### src/rtl/core/txtcon_pkg.sv
// Shared constants, codes and control types of the text console writer.
`timescale 1ns / 1ps

package txtcon_pkg;

  // Screen geometry
  localparam int ROW_COUNT  = 25;
  localparam int COL_COUNT  = 80;
  localparam int CELL_TOTAL = ROW_COUNT * COL_COUNT;

  // Field widths
  localparam int ROW_W  = 5;
  localparam int COL_W  = 7;
  localparam int CELL_W = 16;
  localparam int CHAR_W = 8;
  localparam int ATTR_W = 8;
  localparam int ADDR_W = $clog2(CELL_TOTAL);

  // Stream payload widths
  localparam int IN_DATA_W  = 24;
  localparam int OUT_DATA_W = 32;

  localparam logic [ROW_W-1:0] ROW_LAST = ROW_W'(ROW_COUNT - 1);
  localparam logic [COL_W-1:0] COL_LAST = COL_W'(COL_COUNT - 1);

  // Character codes
  localparam logic [CHAR_W-1:0] CH_NEWLINE = 8'h0a;
  localparam logic [CHAR_W-1:0] CH_RETURN  = 8'h0d;

  localparam logic [ATTR_W-1:0] ATTR_RESET = 8'h0f;

  // Item kinds
  localparam logic KIND_PUT  = 1'b0;
  localparam logic KIND_READ = 1'b1;

  typedef enum logic [2:0] {
    ST_INIT,
    ST_IDLE,
    ST_READ,
    ST_SCROLL,
    ST_PUSH
  } ctl_state_t;

  // Controller to datapath
  typedef struct packed {
    logic accept;     // take the input item and do its work
    logic read_done;  // capture the cell read from the screen store
    logic clr_step;   // write one cell of the clearing sweep
    logic push;       // move the pending result into the output register
  } ctl_cmd_t;

  // Datapath to controller
  typedef struct packed {
    logic is_read;   // the offered item is a cell read
    logic scroll;    // the offered put scrolls the screen
    logic clr_last;  // the sweep is at its last cell
    logic out_free;  // output register can take a result this cycle
  } dp_stat_t;

  // Result item, laid out as on out_tdata (lowest field in the lowest bits)
  typedef struct packed {
    logic [COL_W-1:0]  col;
    logic [ROW_W-1:0]  row;
    logic [CELL_W-1:0] cell_value;
    logic              counted;
  } result_t;

endpackage

### src/rtl/core/txtcon_ctrl.sv
// Controller state machine: sequences clearing sweeps, reads and result transfers.
`timescale 1ns / 1ps

module txtcon_ctrl (
  input  logic                  clk,
  input  logic                  rst_n,
  input  logic                  in_tvalid,
  output logic                  in_tready,
  input  txtcon_pkg::dp_stat_t  stat,
  output txtcon_pkg::ctl_cmd_t  cmd
);

  import txtcon_pkg::*;

  ctl_state_t state_r;
  ctl_state_t state_nxt;

  // State register; reset starts the sweep that clears the screen store
  always_ff @(posedge clk) begin
    if (!rst_n) begin
      state_r <= ST_INIT;
    end else begin
      state_r <= state_nxt;
    end
  end

  // Next state and commands
  always_comb begin
    state_nxt = state_r;
    cmd       = '0;
    in_tready = 1'b0;
    unique case (state_r)
      ST_INIT: begin
        cmd.clr_step = 1'b1;
        if (stat.clr_last) begin
          state_nxt = ST_IDLE;
        end
      end
      ST_IDLE: begin
        in_tready = 1'b1;
        if (in_tvalid) begin
          cmd.accept = 1'b1;
          priority if (stat.is_read) begin
            state_nxt = ST_READ;
          end else if (stat.scroll) begin
            state_nxt = ST_SCROLL;
          end else begin
            state_nxt = ST_PUSH;
          end
        end
      end
      ST_READ: begin
        cmd.read_done = 1'b1;
        state_nxt     = ST_PUSH;
      end
      ST_SCROLL: begin
        cmd.clr_step = 1'b1;
        if (stat.clr_last) begin
          state_nxt = ST_PUSH;
        end
      end
      ST_PUSH: begin
        if (stat.out_free) begin
          cmd.push  = 1'b1;
          state_nxt = ST_IDLE;
        end
      end
      default: begin
        state_nxt = ST_INIT;
      end
    endcase
  end

endmodule

### config.mk
export PLATFORM = sky130hd
export DESIGN_NAME = txtcon_ctrl
export DESIGN_NICKNAME = d
export VERILOG_FILES = /design/src/rtl/core/txtcon_pkg.sv /design/src/rtl/core/txtcon_ctrl.sv
export SDC_FILE = /design/constraint.sdc
export NUM_CORES = 1
export LEC_CHECK = 0
export BUFFER_PORTS_ARGS = -buffer_cell sky130_fd_sc_hd__clkbuf_2
export CAP_MARGIN = 25
export CORE_AREA = 4 4 41 43
export CTS_CLUSTER_DIAMETER = 60
export DETAILED_ROUTE_END_ITERATION = 10
export DIE_AREA = 0 0 45 47
export GPL_ROUTABILITY_DRIVEN = 0
export PLACE_DENSITY = 0.43
export SYNTH_ARGS = -nofsm -noshare
export SYNTH_HDL_FRONTEND = slang
export SYNTH_SLANG_ARGS = --single-unit
### constraint.sdc
create_clock -name clk -period 3.69 [get_ports clk]
set_clock_uncertainty 0.15 [all_clocks]
set_input_delay 0.5535 -clock clk [delete_from_list [all_inputs] [get_ports clk]]
set_output_delay 0.5535 -clock clk [all_outputs]
set_load 0.03 [all_outputs]
## Word level (Yosys, flattened, before mapping)

Cells that the tools add are included.

- Eq/ne operators: 8
- Multiplexer cells: 14
- Reductions and logical operators: 3

Operators by type and width:

| cell | count |
|---|---|
| $mux 3 | 6 |
| $pmux 3 s5 | 1 |
| $ne 2x2->1 const B | 4 |
| $mux 1 | 7 |
| $eq 3x2->1 const B | 2 |
| $reduce_and 4->1 | 1 |
| $eq 3x1->1 const B | 1 |
| $eq 3x3->1 const B | 1 |
| $logic_not 3->1 | 1 |
| $reduce_or 2->1 | 1 |

- Register bits: 3
- Bits of input ports: 7
- Output and inout bits: 5

## Depth between registers and ports, before layout

- Depth in word-level cells: 4
- Gate-level depth with buffers: 5

## Worst setup path after synthesis

OpenSTA, ideal clock, no wires.

- Path type: register -> output
- Start point: register state_r[0]
- End point: output port cmd[3] (netlist bit)
- Arrival: 1.715 ns
- Required time: 2.987 ns
- Setup slack: 1.272 ns
- Stages on the path, launching flop included: 4
- Path buffers: 1
- Cell sequence: dfxtp_1 -> buf_2 -> nor3b_1 -> and2_1

RTL lines:

| what | line | RTL |
|---|---|---|
| start, declared | txtcon_ctrl.sv:15 | `ctl_state_t state_r;` |
| start signal, assigned | txtcon_ctrl.sv:23 | `state_r <= state_nxt;` |
| end, declared | txtcon_ctrl.sv:10 | `output txtcon_pkg::ctl_cmd_t cmd` |

==> flow_metrics.tcl <==
set metrics [dict create \
    grt_pass1_vias 250 \
    dpl_cell_area_um2 290 \
    drtPass1Iterations 1 \
    die_h_um 47 \
    totalWireLength_um 537 \
    clockBufferDepth 2 \
    p_leak_nw 0.141 \
    grt_max_degree 11 \
    min_path_type "flip-flop to flip-flop" \
    hpwl_um 392 \
    start_util_pct 18.5 \
    vias 247 \
    netSwitchingFraction_pct 49.2 \
    ys_seq_area_share_pct 25.0 \
    io_buffers 11 \
    crit_path_end_kind "output port" \
    drive_above_1_share_pct 34.9 \
    viasPerCell 4.26 \
    drc 0 \
    synth.distinct_cells 19 \
    largest-register "state_r" \
    synth.avg_cell_area_um2 7.75 \
    syn2layout_area_growth_pct 31.8 \
    postRouteAntennaNets 0 \
    gr-total-overflow 0 \
    p_sw_uw 130 \
    arrival_ns 1.44 \
    status "completed" \
    cts.sinks 3 \
    relSlewSlack_pct 76.1 \
    p_per_area_nw_per_um2 836 \
    cts-root-buf "clkbuf_4" \
    cts_resized 0 \
    fin_nets 51 \
    fin_crit_ns 2.15 \
    max_freq_ghz 0.466 \
    layout_commonest_cell "clkbuf_2" \
    cts_tree "built" \
    n_antenna_cell 0 \
    cp-start-kind "flip-flop" \
    rsz0062_at_grt "no" \
    worstMarginPinSlew_ns 0.357 \
    pre_cts_slack_ns 1.78 \
    final_design_area_no_fill_um2 317 \
    crit_fanout 10 \
    drt_iter0_drc 0 \
    syn_inst 31 \
    pwr-share-seq_pct 27.1 \
    grt_use_total_pct 6.47 \
    period_share_pct 58.2 \
    synth_area_um2 240 \
    max-vdd-ir-drop_mv 0.258 \
    slew_violations 0 \
    largest_reg_flops 3 \
    top_regs "state_r x3" \
    clk-insertion-delay-late_ns 0.23 \
    power.internal_uw 134 \
    cts_setup_buffers 0 \
    hold_buffers 0 \
    cts_buffers 3 \
    hold_viol 0 \
    clk_pin_slew_ns 0.04 \
    syn_nets 38 \
    rows 13 \
    cp_top_family "simple AND/OR/NAND/NOR gates" \
    combPwrFrac_pct 51.3 \
    core_area_um2 1300 \
    fp.dieArea_um2 2120 \
    chipWidth_um 45 \
    path_buf_inv 1 \
    antenna_found_initial 0 \
    grt_pass1_wl_um 959 \
    routedWlPerCell_um 9.26 \
    crit_type "flip-flop to output port" \
    max_stage_delay_ns 0.49 \
    h-tree-depth 1 \
    setup_viol 0 \
    max-cap-violations 0 \
    yosysWarnings 0 \
    cp.required_ns 2.99 \
    slowest_stage "dfxtp_1" \
    synth-seq-cells 3 \
    setup_tns_ns 0 \
    fin_ws_ns 1.54 \
    p_clk_share_pct 21.7 \
    cp_cell_sequence "nor3b_1 > and2_1 > clkbuf_2" \
    io-pin-count 12 \
]
power groups by stage:
| stage | clock, mW | sequential (mW) | combinational [mW] |
|---|---|---|---|
| floorplan | 0 | 0.0461 | 0.138 |
| global placement | 0 | 0.0730 | 0.138 |
| detailed placement | 0 | 0.0729 | 0.137 |
| CTS | 0.0614 | 0.0724 | 0.137 |
| global route | 0.0625 | 0.0774 | 0.147 |
| finish | 0.0573 | 0.0716 | 0.136 |
layout make-up:
class                   instances  area, um2
clock buffers                   4       26.3
fillers                       158        985
inverters                       1       3.75
flip-flops and latches          3       60.1
multi-input cells              24        153
well taps                      15       18.8
repair buffers                 11       55.1
kinds of logic after synthesis:
group           Yosys count  share of synthesized area, %
simple gates             15                          33.3
mux                       2                          8.33
buf+inv                   4                          11.5
xor+xnor                  1                          3.65
flops                     3                          25.0
compound gates            6                          18.2
path summary, 6_finish.rpt:
kind / depth (start not counted) / end / slack (ns) / from
setup / recovery: 3 / cmd[3] / 1.54 / state_r[0]$_SDFFE_PN0P_
hold / removal: 2 / state_r[1]$_SDFFE_PN0P_ / 0.47 / state_r[1]$_SDFFE_PN0P_
setup reg to reg: 4 / state_r[1]$_SDFFE_PN0P_ / 2.16 / state_r[1]$_SDFFE_PN0P_
hold reg to reg: 2 / state_r[1]$_SDFFE_PN0P_ / 0.47 / state_r[1]$_SDFFE_PN0P_
cell usage after synthesis:
cell type  n  area [um2]
dfxtp_1    3        60.1
and2_1     1        6.26
a21oi_1    2        10.0
a21boi_0   1        7.51
o21ai_2    1        8.76
xor2_1     1        8.76
nor2_1     3        11.3
inv_1      1        3.75
nand3_1    1        5.00
nand2_1    3        11.3
buf_2      1        5.00
buf_4      1        7.51
o41ai_1    2        17.5
buf_6      1        11.3
mux2i_1    2        20.0
nor3_1     3        15.0
nand3b_1   1        7.51
nand4b_1   1        8.76
nor3b_1    2        15.0
tightest hold or removal path: stages (launching register included):
cell and delay (ns):
dfxtp_1 0.40, nand2_1 0.10, mux2i_1 0.06
metal layers:
layer	GRT usage, %	up-vias	wire (um)
li1	-	135	-
met1	7.01	104	239
met2	9.89	8	258
met3	1.53	0	39
met4	7.02	0	0
met5	0	-	0
per-stage QoR:
stage	util [%]	hold slack, ns	power [mW]	std cells
after floorplan	-	0.398	0.184	31
after global placement	22.3	0.466	0.211	54
after detailed placement	22.3	0.463	0.210	54
after CTS	24.3	0.469	0.271	58
after global routing	24.3	0.498	0.287	58
final	24.3	0.468	0.265	58
No activity file was read; power rests on OpenSTA's default activity.
